## src/design/tcc_pkg.sv

```systemverilog
`timescale 1ns / 1ps

package tcc_pkg;

    localparam int ACC_W = 15;
    localparam int MAG_W = 17;
    localparam int SQ_W = 28;
    localparam int RAD_W = 44;
    localparam int ROOT_W = 22;
    localparam int ISQRT_STEPS = 22;
    localparam int INNER_FRAC = 20;
    localparam int Z_W = 31;
    localparam int CX_W = 34;
    localparam int NORM_W = 64;
    localparam int NORM_STEPS = 6;
    localparam int HALF_TURN = 180;
    localparam int QUARTER_TURN = 90;
    localparam int FULL_TURN = 360;

    typedef enum logic [2:0] {
        CFG_ACC_X = 3'd0,
        CFG_ACC_Y = 3'd1,
        CFG_ACC_Z = 3'd2,
        CFG_MAG_X = 3'd3,
        CFG_MAG_Y = 3'd4,
        CFG_MAG_Z = 3'd5
    } cfg_idx_t;

    typedef struct packed {
        logic signed [ACC_W-1:0] ax;
        logic signed [ACC_W-1:0] ay;
        logic signed [ACC_W-1:0] az;
        logic signed [MAG_W-1:0] mx;
        logic signed [MAG_W-1:0] my;
        logic signed [MAG_W-1:0] mz;
        logic                    inv;
    } side_t;

    typedef struct packed {
        logic signed [ACC_W-1:0] ax;
        logic signed [ACC_W-1:0] ay;
        logic signed [ACC_W-1:0] az;
        logic [ROOT_W-1:0]       hh;
        logic                    inv;
    } carry_t;

    typedef struct packed {
        logic signed [CX_W-1:0] x;
        logic signed [CX_W-1:0] y;
        logic signed [Z_W-1:0]  z;
    } cordic_t;

    // atan(2^-i) in degrees, 20 fractional bits
    function automatic logic signed [Z_W-1:0] atan_entry(input logic [4:0] idx);
        logic signed [Z_W-1:0] v;
        case (idx)
            5'd0:    v = 31'sd47185920;
            5'd1:    v = 31'sd27855475;
            5'd2:    v = 31'sd14718068;
            5'd3:    v = 31'sd7471121;
            5'd4:    v = 31'sd3750058;
            5'd5:    v = 31'sd1876857;
            5'd6:    v = 31'sd938658;
            5'd7:    v = 31'sd469357;
            5'd8:    v = 31'sd234682;
            5'd9:    v = 31'sd117342;
            5'd10:   v = 31'sd58671;
            5'd11:   v = 31'sd29335;
            5'd12:   v = 31'sd14668;
            5'd13:   v = 31'sd7334;
            5'd14:   v = 31'sd3667;
            5'd15:   v = 31'sd1833;
            5'd16:   v = 31'sd917;
            5'd17:   v = 31'sd458;
            5'd18:   v = 31'sd229;
            5'd19:   v = 31'sd115;
            5'd20:   v = 31'sd57;
            5'd21:   v = 31'sd29;
            5'd22:   v = 31'sd14;
            5'd23:   v = 31'sd7;
            default: v = '0;
        endcase
        return v;
    endfunction

endpackage

```

## src/design/tcc_sqrt_cell.sv

```systemverilog
`timescale 1ns / 1ps

module tcc_sqrt_cell #(
    parameter int K = 0
) (
    input  logic                         aclk,
    input  logic                         en,
    input  logic [tcc_pkg::RAD_W-1:0]    v_in,
    input  logic [tcc_pkg::RAD_W-1:0]    r_in,
    output logic [tcc_pkg::RAD_W-1:0]    v_out,
    output logic [tcc_pkg::RAD_W-1:0]    r_out
);

    localparam logic [tcc_pkg::RAD_W-1:0] BIT = tcc_pkg::RAD_W'(1) << (2 * K);

    logic [tcc_pkg::RAD_W:0]   trial;
    logic [tcc_pkg::RAD_W-1:0] v_next, r_next, v_reg, r_reg;

    always_comb begin
        trial = {1'b0, r_in} + {1'b0, BIT};
        if ({1'b0, v_in} >= trial) begin
            v_next = v_in - trial[tcc_pkg::RAD_W-1:0];
            r_next = (r_in >> 1) + BIT;
        end else begin
            v_next = v_in;
            r_next = r_in >> 1;
        end
    end

    always_ff @(posedge aclk) begin
        if (en) begin
            v_reg <= v_next;
            r_reg <= r_next;
        end
    end

    assign v_out = v_reg;
    assign r_out = r_reg;

endmodule

```

## config.mk

```make
export PLATFORM = sky130hd
export DESIGN_NAME = tcc_sqrt_cell
export DESIGN_NICKNAME = d
export VERILOG_FILES = /design/src/design/tcc_pkg.sv /design/src/design/tcc_sqrt_cell.sv
export SDC_FILE = /design/constraint.sdc
export NUM_CORES = 1
export LEC_CHECK = 0
export ABC_AREA = 1
export BUFFER_PORTS_ARGS = -buffer_cell sky130_fd_sc_hd__clkbuf_2
export CELL_PAD_IN_SITES_DETAIL_PLACEMENT = 1
export CELL_PAD_IN_SITES_GLOBAL_PLACEMENT = 1
export CORE_UTILIZATION = 44
export CTS_BUF_LIST = sky130_fd_sc_hd__clkbuf_8
export DETAILED_ROUTE_END_ITERATION = 10
export PLACE_DENSITY_LB_ADDON = 0.1
export SETUP_SLACK_MARGIN = 0.02
export SYNTH_ARGS = -nofsm -noshare
export SYNTH_HDL_FRONTEND = slang
export SYNTH_SLANG_ARGS = --single-unit
```

## constraint.sdc

```tcl
create_clock -name aclk -period 5.1 [get_ports aclk]
set_input_delay 0.255 -clock aclk [delete_from_list [all_inputs] [get_ports aclk]]
set_output_delay 0.255 -clock aclk [all_outputs]
set_load 0.03 [all_outputs]
```

* After elaboration in Yosys (flattened, before gate mapping)
Cells that the tools add are included.
** Word-level totals
- Flip-flop bits (word level) :: 88
- Bits of input ports :: 90
- Output and inout port bits :: 88
- Logic and storage cells :: 9
** Operators by class
- Add/sub/neg operators :: 3
- Magnitude comparators :: 1
- Multiplexer cells :: 2
** Operators with widths (number)
- $add 44x1->45 const B :: 1
- $ge 44x45->1 :: 1
- $add 43x1->44 const B :: 1
- $mux 44 :: 1
- $sub 44x44->44 :: 1
- $mux 43 :: 1

* Logic depth before layout (Yosys ltp)
Gate-level depths: netlist of the first run.
- Depth after elaboration :: 3
- Gate-level depth with buffers :: 25
- Gate-level depth less buffers :: 23

* Worst setup path before layout of the first run
Ideal clock, no wire load.
- Kind :: input to register
- From :: input port r_in[1] in the netlist's numbering
- To :: register r_reg, in the netlist r_out[13], data pin
- Data arrival time :: 3094 ps
- Required time :: 4847 ps
- Path slack :: 1754 ps
- Stages on the path :: 23
- Path through :: ha_1 clkbuf_1 nand2_1 nor2_2 inv_1 nor2_1 nand2_1 xor2_1 o21ai_0 ha_1 nand2_1 nor2_1 nand2_1 nor2_1 nand3b_1 nand2_1 nand2_1 nand3_1 nand2_4 buf_6 buf_2 nand3_1 nand2_1
** Between the ends
- Longest elaborated chain between the ends :: 3
- Elaborated cells on any way between the ends :: 4
- Classes of those cells :: add/sub: 2; order compare: 1; mux: 1
** Ends and longest elaborated chain
- from (decl) :: RTL line tcc_sqrt_cell.sv:9 : input logic [tcc_pkg::RAD_W-1:0] r_in,
- $add 44x1->45 :: RTL line tcc_sqrt_cell.sv:20 : trial = {1'b0, r_in} + {1'b0, BIT};
- $ge 44x45->1 :: RTL line tcc_sqrt_cell.sv:21 : if ({1'b0, v_in} >= trial) begin
- $mux 43 (*) :: RTL line tcc_sqrt_cell.sv:21
- named net r_next (one bit) :: RTL line tcc_sqrt_cell.sv:17 : logic [tcc_pkg::RAD_W-1:0] v_next, r_next, v_reg, r_reg;
- to (signal assigned) :: RTL line tcc_sqrt_cell.sv:33 : r_reg <= r_next;
- to (decl) :: RTL line tcc_sqrt_cell.sv:17
Mark *: on every way through the listed nets, which the timed path passes. The rest lies on a longest branch.
A chain may end at the register's enable or synchronous reset.

* Worst setup path after layout of the first run
- From :: input port r_in[3] in the netlist's numbering
- To :: register v_reg, in the netlist v_out[29], data pin
** Between the ends
- Longest elaborated chain between the ends :: 3
- Elaborated cells on any way between the ends :: 4
- Classes of those cells :: add/sub: 2; order compare: 1; mux: 1
** Ends and longest elaborated chain
- $add 44x1->45 (*) :: RTL line tcc_sqrt_cell.sv:20
- $sub 44x44->44 / $ge 44x45->1 (equally long branches) :: RTL line tcc_sqrt_cell.sv:22, tcc_sqrt_cell.sv:21
- $mux 44 (*) :: RTL line tcc_sqrt_cell.sv:21
- named net v_next (one bit) :: RTL line tcc_sqrt_cell.sv:17
- to (signal assigned) :: RTL line tcc_sqrt_cell.sv:32 : v_reg <= v_next;
- to (decl) :: RTL line tcc_sqrt_cell.sv:17
Marks and branches as above.

==> out/results.ini, run 1 <==
[worst_hold_path]
hold_class=in -> reg

[critical_path]
slowest_delay_ps=440
crit_type=in -> reg
endpoint=v_out[29]$_DFFE_PP_
worstSetupEndpointType=register
startpoint=r_in[3]
crit_chain=clkbuf_2 > nand2_1 > nor2_1 > nand2_1 > nor2_2 > inv_1 > nor2_1 > nand2_1 > xor2_1 > o21ai_0 > ha_1 > nand2_1 > nor2_1 > nand2_1 > nor2_1 > nand3b_1 > nand2_1 > nand2_1 > nand3_1 > nand2_4 > nand2_2 > buf_4 > nand2_1 > nand2_1
arrival_ps=4430
worst-path-stages=24
worst-path-buf-inv=3
cpMaxStageDelayCell=ha_1
cp_data_required_time_ps=5350
cp_max_fo=35
worstSetupStartpointType=input port
crit_family=simple AND/OR/NAND/NOR gates
crit_top_cell=nand2_1

[finish]
drive_gt1_frac=0.131
final_cell_mix=nand2_1 (613), inv_1 (198), clkbuf_2 (176), nand3_1 (155), nor2_1 (146)
stdcell_count=1928
fill_cells=3035
nets=1785
regArea_um2=2640
area_growth_pct=13.5
n_antenna_cell=0
multiInputGateArea_um2=5730
final_common_cell=nand2_1

[synthesis]
syn_inst=1494
ys.flop_type=edfxtp_1
avgSynthCellArea_um2=6.27
yosysWarnings=0
synth_edf_count=88
synth_seq_cells=88
synth.area.top_cells=edfxtp_1 (28%), nand2_1 (25%), nand3_1 (8.3%)
ys_async_sr_fraction=0
syn_area_um2=9360
synth_fp_nets=1631
synth_top_cell_by_area=edfxtp_1
ys_seq_area_frac=0.282
synth_top_area_share=0.282
synth_cell_type_count=31

[routing]
remaining_drc_errors=0
vias=10500
antenna_left=0
avgRoutedWirePerCell_um=20.0
drtPass1Iterations=7
wl_um=38500
drtIter0Drc=807
avgViaCountPerCell=5.43

[global_route]
grt_max_degree=89
grt_pass1_wl_um=58200
grt-ovfl-total=0
antenna_found_initial=0
track_usage=0.355
grt_pass1_vias=10300

[sta]
fmax_mhz=240
fin_crit_sh=0.819
fin_tns_setup_ps=0
layout_min_cycle_time_ps=4180
setup-violations-final=0
holdWs_ps=188
max_slew.worst_pin.slew_ps=718
drv_slew=0
fin_ws_ps=925
slew_headroom=0.518
final_hold_viol_count=0
rsz0062_at_grt=false

[power]
vdd_ir_drop_max_mv=0.140
power_density_nw_per_um2=242
power.total_mw=2.57
leakage_nw=5.58

[placement]
placed_cells=1912
dp_hpwl_um=31800
gp_congestion=0.962
place_ws_ps=647
port_buffers=177

[cts]
ctsHoldBuffers=0
cts_root_buf=clkbuf_8
clockBufferDepth=2
htreeDepth=3
path_clk_slew_ps=110
cts_resized=0
postCtsSetupRepairBufs=0
tritoncts=done
cts_buffers=9
cts_sinks=88

[die]
io-pin-count=178
fp.dieArea_um2=21900
core-area_um2=21000
die_y_um=148
die_width_um=148
num_rows=53
start_util=0.447

[status]
run_status=finished, final reports clean

[run]
maxCapViolCount=0

[stage by stage]
| step | area, um2 | util |
|---|---|---|
| 2_1_floorplan | 9360 | - |
| 3_3_place_gp | 10400 | 0.499 |
| 3_5_place_dp | 10400 | 0.499 |
| 4_1_cts | 10600 | 0.507 |
| 5_1_grt | 10600 | 0.507 |
| 6_report | 10600 | 0.507 |
[flip-flops by register name, indices dropped and copies added, names as in the netlist]
name,cells
r_out,44
v_out,44
[kinds of logic after synthesis]
| family | Yosys count | share of synthesized area |
|---|---|---|
| AND/OR/NAND/NOR | 974 | 0.428 |
| adder cells (fa/ha/maj) | 47 | 0.0636 |
| buffers and inverters | 242 | 0.106 |
| AO/OA/AOI/OAI | 39 | 0.0222 |
| multiplexers | 1 | 0.00107 |
| flip-flops | 88 | 0.282 |
| XOR/XNOR | 103 | 0.0963 |
[layout make-up]
type                       count  area share
tap                          275      0.0324
sequential                    88       0.249
multi-input combinational   1164       0.539
clock inverter                 7     0.00541
inverter                     200      0.0706
timing repair buffer         185      0.0927
clock buffer                   9      0.0117
[cells in the mapped netlist, types with 2 or more instances]
library cell / number
nand2_2: 4
nor4_1: 5
edfxtp_1: 88
xor2_1: 72
nor3_1: 16
buf_6: 6
or2_2: 3
ha_1: 46
nor2_1: 146
o21ai_0: 6
nand3_2: 2
inv_1: 197
buf_2: 31
nand4_1: 19
xnor2_1: 31
nand3_1: 155
clkbuf_2: 3
clkbuf_1: 2
a21oi_1: 27
and2_1: 3
a31oi_1: 2
o21bai_1: 4
nor2_2: 4
nand2_1: 613
nand3b_1: 2
inv_2: 2
[routing by layer]
metal / up-vias / GRT usage / part of all wire
li1: 4988 / - / -
met3: 49 / 0.0457 / 0.080
met2: 449 / 0.547 / 0.43
met1: 4988 / 0.501 / 0.45
met4: 0 / 0.139 / 0.035
met5: - / 0 / 0
[tightest hold or removal path: cells and delay by family]
kind          cells  cell delay [ps]
buf+inv           1              100
simple gates      2              130
[worst min path at each step]
stage,cells after the start,endpoint,slack [ps],startpoint
CTS,3,v_out[23]$_DFFE_PP_,170,v_in[23]
finish,3,v_out[17]$_DFFE_PP_,190,v_in[17]
global route,3,v_out[18]$_DFFE_PP_,180,v_in[18]
floorplan,0,r_out[0]$_DFFE_PP_,370,en
global placement,3,v_out[19]$_DFFE_PP_,580,v_in[19]
detailed placement,3,v_out[30]$_DFFE_PP_,590,v_in[30]
[power by group]
group,switching [mW],leakage [nW],internal [mW]
Combinational,0.800,4.63,0.317
Clock,0.317,0.0931,0.184
Sequential,0.0288,0.858,0.920
Total,1.15,5.58,1.42
No activity file was read; power rests on OpenSTA's default activity.
==> run 2: changes to the inputs <==
--- a/config.mk
+++ b/config.mk
@@ -5,11 +5,11 @@
 export SDC_FILE = /design/constraint.sdc
 export NUM_CORES = 1
 export LEC_CHECK = 0
-export ABC_AREA = 1
+export ABC_AREA = 0
 export BUFFER_PORTS_ARGS = -buffer_cell sky130_fd_sc_hd__clkbuf_2
 export CELL_PAD_IN_SITES_DETAIL_PLACEMENT = 1
 export CELL_PAD_IN_SITES_GLOBAL_PLACEMENT = 1
-export CORE_UTILIZATION = 44
+export CORE_UTILIZATION = 38
 export CTS_BUF_LIST = sky130_fd_sc_hd__clkbuf_8
 export DETAILED_ROUTE_END_ITERATION = 10
 export PLACE_DENSITY_LB_ADDON = 0.1
==> constraint.sdc (replaced) <==
create_clock -name aclk -period 3.55 [get_ports aclk]
set_input_delay 0.1775 -clock aclk [delete_from_list [all_inputs] [get_ports aclk]]
set_output_delay 0.1775 -clock aclk [all_outputs]
set_load 0.03 [all_outputs]
==> run 2 against run 1 <==
  * The run now ends with setup timing left
  * Clock-buffer cell count did not move
  * Highest routed layer unchanged
  * Global-route usage fell by 1.1 points
  * Critical endpoint is now r_out[19]$_DFFE_PP_
  * Via count fell by 18%
  * Non-clock buffer count rose by 323
  * Synthesized cell count fell by 48%
  * Critical path depth did not move
  * Synthesized area fell by 21%
  * Total power rose by 54%
  * Wire length fell by 8.1%
  * Largest power group unchanged
==> out/results.ini, run 2 <==
[synthesis]
avgSynthCellArea_um2=9.46  ; +51%
synth_edf_count=88  ; unchanged
syn_inst=778  ; -48%
synth.most_common_cell=nand2_1
synth_fp_nets=915  ; -44%
ys.flop_type=edfxtp_1
synth_top_area_share=0.359  ; +0.0767
syn_area_um2=7360  ; -21%
ys_seq_area_frac=0.359  ; +0.0767
synth_seq_cells=88  ; unchanged
ys_async_sr_fraction=0  ; unchanged
synth_top_cell_by_area=edfxtp_1
synth.area.top_cells=edfxtp_1 (36%), xnor2_1 (9.0%), ha_1 (7.8%)
yosysWarnings=0  ; unchanged
synthTopCellsByCount=nand2_1 (96), edfxtp_1 (88), xnor2_1 (76)
synth_cell_type_count=66  ; +110%

[global_route]
grt_max_degree=89  ; unchanged
grt-ovfl-total=0  ; unchanged
grt_pass1_wl_um=51700  ; -11%
track_usage=0.344  ; -0.0108
antenna_found_initial=0  ; unchanged
grt_pass1_vias=9126  ; -12%

[sta]
rsz0062_at_grt=true
final_hold_viol_count=0  ; unchanged
fin_tns_setup_ps=-67940  ; -67940 ps
fin_crit_sh=1.25
layout_min_cycle_time_ps=4430
drv_slew=0  ; unchanged
fin_ws_ps=-876  ; -1800 ps
setup-violations-final=88  ; +88
fmax_mhz=226
slew_headroom=0.198  ; -0.320
max_slew.worst_pin.slew_ps=1200  ; +486 ps

[critical_path]
cp_data_required_time_ps=3710  ; -1640 ps
worstSetupStartpointType=input port
slowest_delay_ps=360  ; -80 ps
crit_type=in -> reg
arrival_ps=4590  ; +160 ps
crit_chain=clkbuf_16 > nand2_4 > nor2_4 > and3_4 > and3_4 > buf_4 > and3_1 > buf_4 > nand3_1 > nor4_2 > buf_4 > nand3_1 > xor2_1 > ha_1 > nand3_1 > nor2_1 > nand4_1 > o41ai_2 > or3b_4 > and2_4 > buf_12 > buf_16 > nand4b_1 > xnor2_1
cpMaxStageDelayCell=o41ai_2
worstSetupEndpointType=register
cp_max_fo=8  ; -77%
startpoint=r_in[16]

[finish]
nets=1394  ; -22%
drive_gt1_frac=0.526  ; +0.395
n_antenna_cell=0  ; unchanged
final_cell_mix=buf_4 (316), clkbuf_2 (170), edfxtp_1 (88), nand2_1 (80), xnor2_1 (64)
fill_cells=2125  ; -30%
area_growth_pct=63.6
final_common_cell=buf_4

[worst_hold_path]
hold_start=v_in[19]
min_path_cells=2  ; -1
hold_path_end=v_out[19]$_DFFE_PP_
hold_class=in -> reg

[routing]
avgViaCountPerCell=5.62  ; +3.5%
remaining_drc_errors=0  ; unchanged
wl_met2_um=17500  ; +4.8%
drtPass1Iterations=5  ; -2
met3WireLength_um=1780  ; -43%
drtIter0Drc=618  ; -23%
vias=8544  ; -18%
avgRoutedWirePerCell_um=23.3  ; +17%
met1_length_um=14600  ; -16%
antenna_left=0  ; unchanged
top_layer_used=met4
wl_um=35400  ; -8.1%

[die]
start_util=0.391  ; -0.0559
fp.dieArea_um2=19900  ; -8.8%
num_rows=50  ; -5.7%
die_width_um=141  ; -4.5%
core-area_um2=18800  ; -10%
die_y_um=141  ; -4.5%
io-pin-count=178  ; unchanged

[power]
leakage_nw=5.46  ; -2.2%
power_density_nw_per_um2=329  ; +36%
vdd_ir_drop_max_mv=0.213  ; +53%

[status]
run_status=complete, but fails checks
violations=setup timing

[cts]
cts_sinks=88  ; unchanged
clockBufferDepth=2  ; unchanged
path_clk_slew_ps=110  ; about the same
htreeDepth=3  ; unchanged
cts_buffers=9  ; unchanged
cts_root_buf=clkbuf_8
tritoncts=done

[placement]
dp_hpwl_um=24900  ; -22%
place_ws_ps=-1730  ; -2380 ps
port_buffers=177  ; unchanged
gp_congestion=0.956  ; -0.67%

[run]
maxCapViolCount=0  ; unchanged

## run 2: timing repair
action | 4_1_cts | 5_1_grt
hold buffers | 0 | 0
cloned | 5 | 0
pin swaps | 34 | 15
gates resized for setup | 118 | 34
endpoints found under the setup margin | 88 | 88
buffers inserted | 34 | 8
## run 2: how the worst max path moves through the flow
stage                                     end  slack, ps  cells past startpoint
after floorplan           v_out[31]$_DFFE_PP_       -870                     21
after global placement    v_out[36]$_DFFE_PP_      -1740                     22
after detailed placement  v_out[42]$_DFFE_PP_      -1730                     22
after CTS                 v_out[40]$_DFFE_PP_       -700                     23
after global routing      r_out[19]$_DFFE_PP_      -1030                     24
final                     r_out[19]$_DFFE_PP_       -880                     24
## run 2: cell families (layout without fill, tap and decap cells)
logic type                 Yosys count  count (layout)  synth area share
and+or+nand+nor                    289             289             0.197
AOI/OAI and AO/OA                  136             136             0.124
xor gates and xnor gates           122             122             0.145
DFF                                 88              88             0.359
buffers and inverters               59             541            0.0386
adders and majority gates           47              47            0.0809
muxes                               37              37            0.0563
## run 2: area by class of cell
class / instances / area [um2] / share of cell area
Clock buffer: 9 / 124 / 0.0103
Clock inverter: 5 / 50.0 / 0.00416
Inverter: 19 / 71.3 / 0.00592
Multi-Input combinational cell: 631 / 5220 / 0.433
Sequential cell: 88 / 2640 / 0.219
Tap cell: 260 / 325 / 0.0270
Timing Repair Buffer: 508 / 3610 / 0.300
## run 2: power breakdown
| group | internal, mW | total [mW] | switching, mW |
|---|---|---|---|
| Clock | 0.313 | 0.732 | 0.419 |
| Sequential | 1.29 | 1.33 | 0.0379 |
| Combinational | 0.844 | 1.90 | 1.06 |
## run 2: critical path: cells and delay by family
| family | cells | cell delay, ps |
|---|---|---|
| adder cells (fa/ha/maj) | 1 | 310 |
| buffers and inverters | 6 | 850 |
| XOR/XNOR | 2 | 370 |
| AO/OA/AOI/OAI | 1 | 360 |
| AND/OR/NAND/NOR | 14 | 2510 |
## run 2: per-stage QoR
stage	instances	power [mW]	hold slack, ps	instance area [um2]	utilization
after floorplan	778	2.23	290	7590	-
after global placement	1464	2.90	493	10800	0.572
after detailed placement	1464	2.96	491	10800	0.572
after CTS	1517	3.89	81.5	11900	0.634
after global routing	1520	4.09	96.1	12000	0.640
final	1520	3.96	90.0	12000	0.640
## run 2: metal layers
layer / track usage / up-vias
met5: 0 / -
met4: 0.136 / 0
met3: 0.0363 / 98
met2: 0.612 / 383
met1: 0.424 / 4254
li1: - / 3809
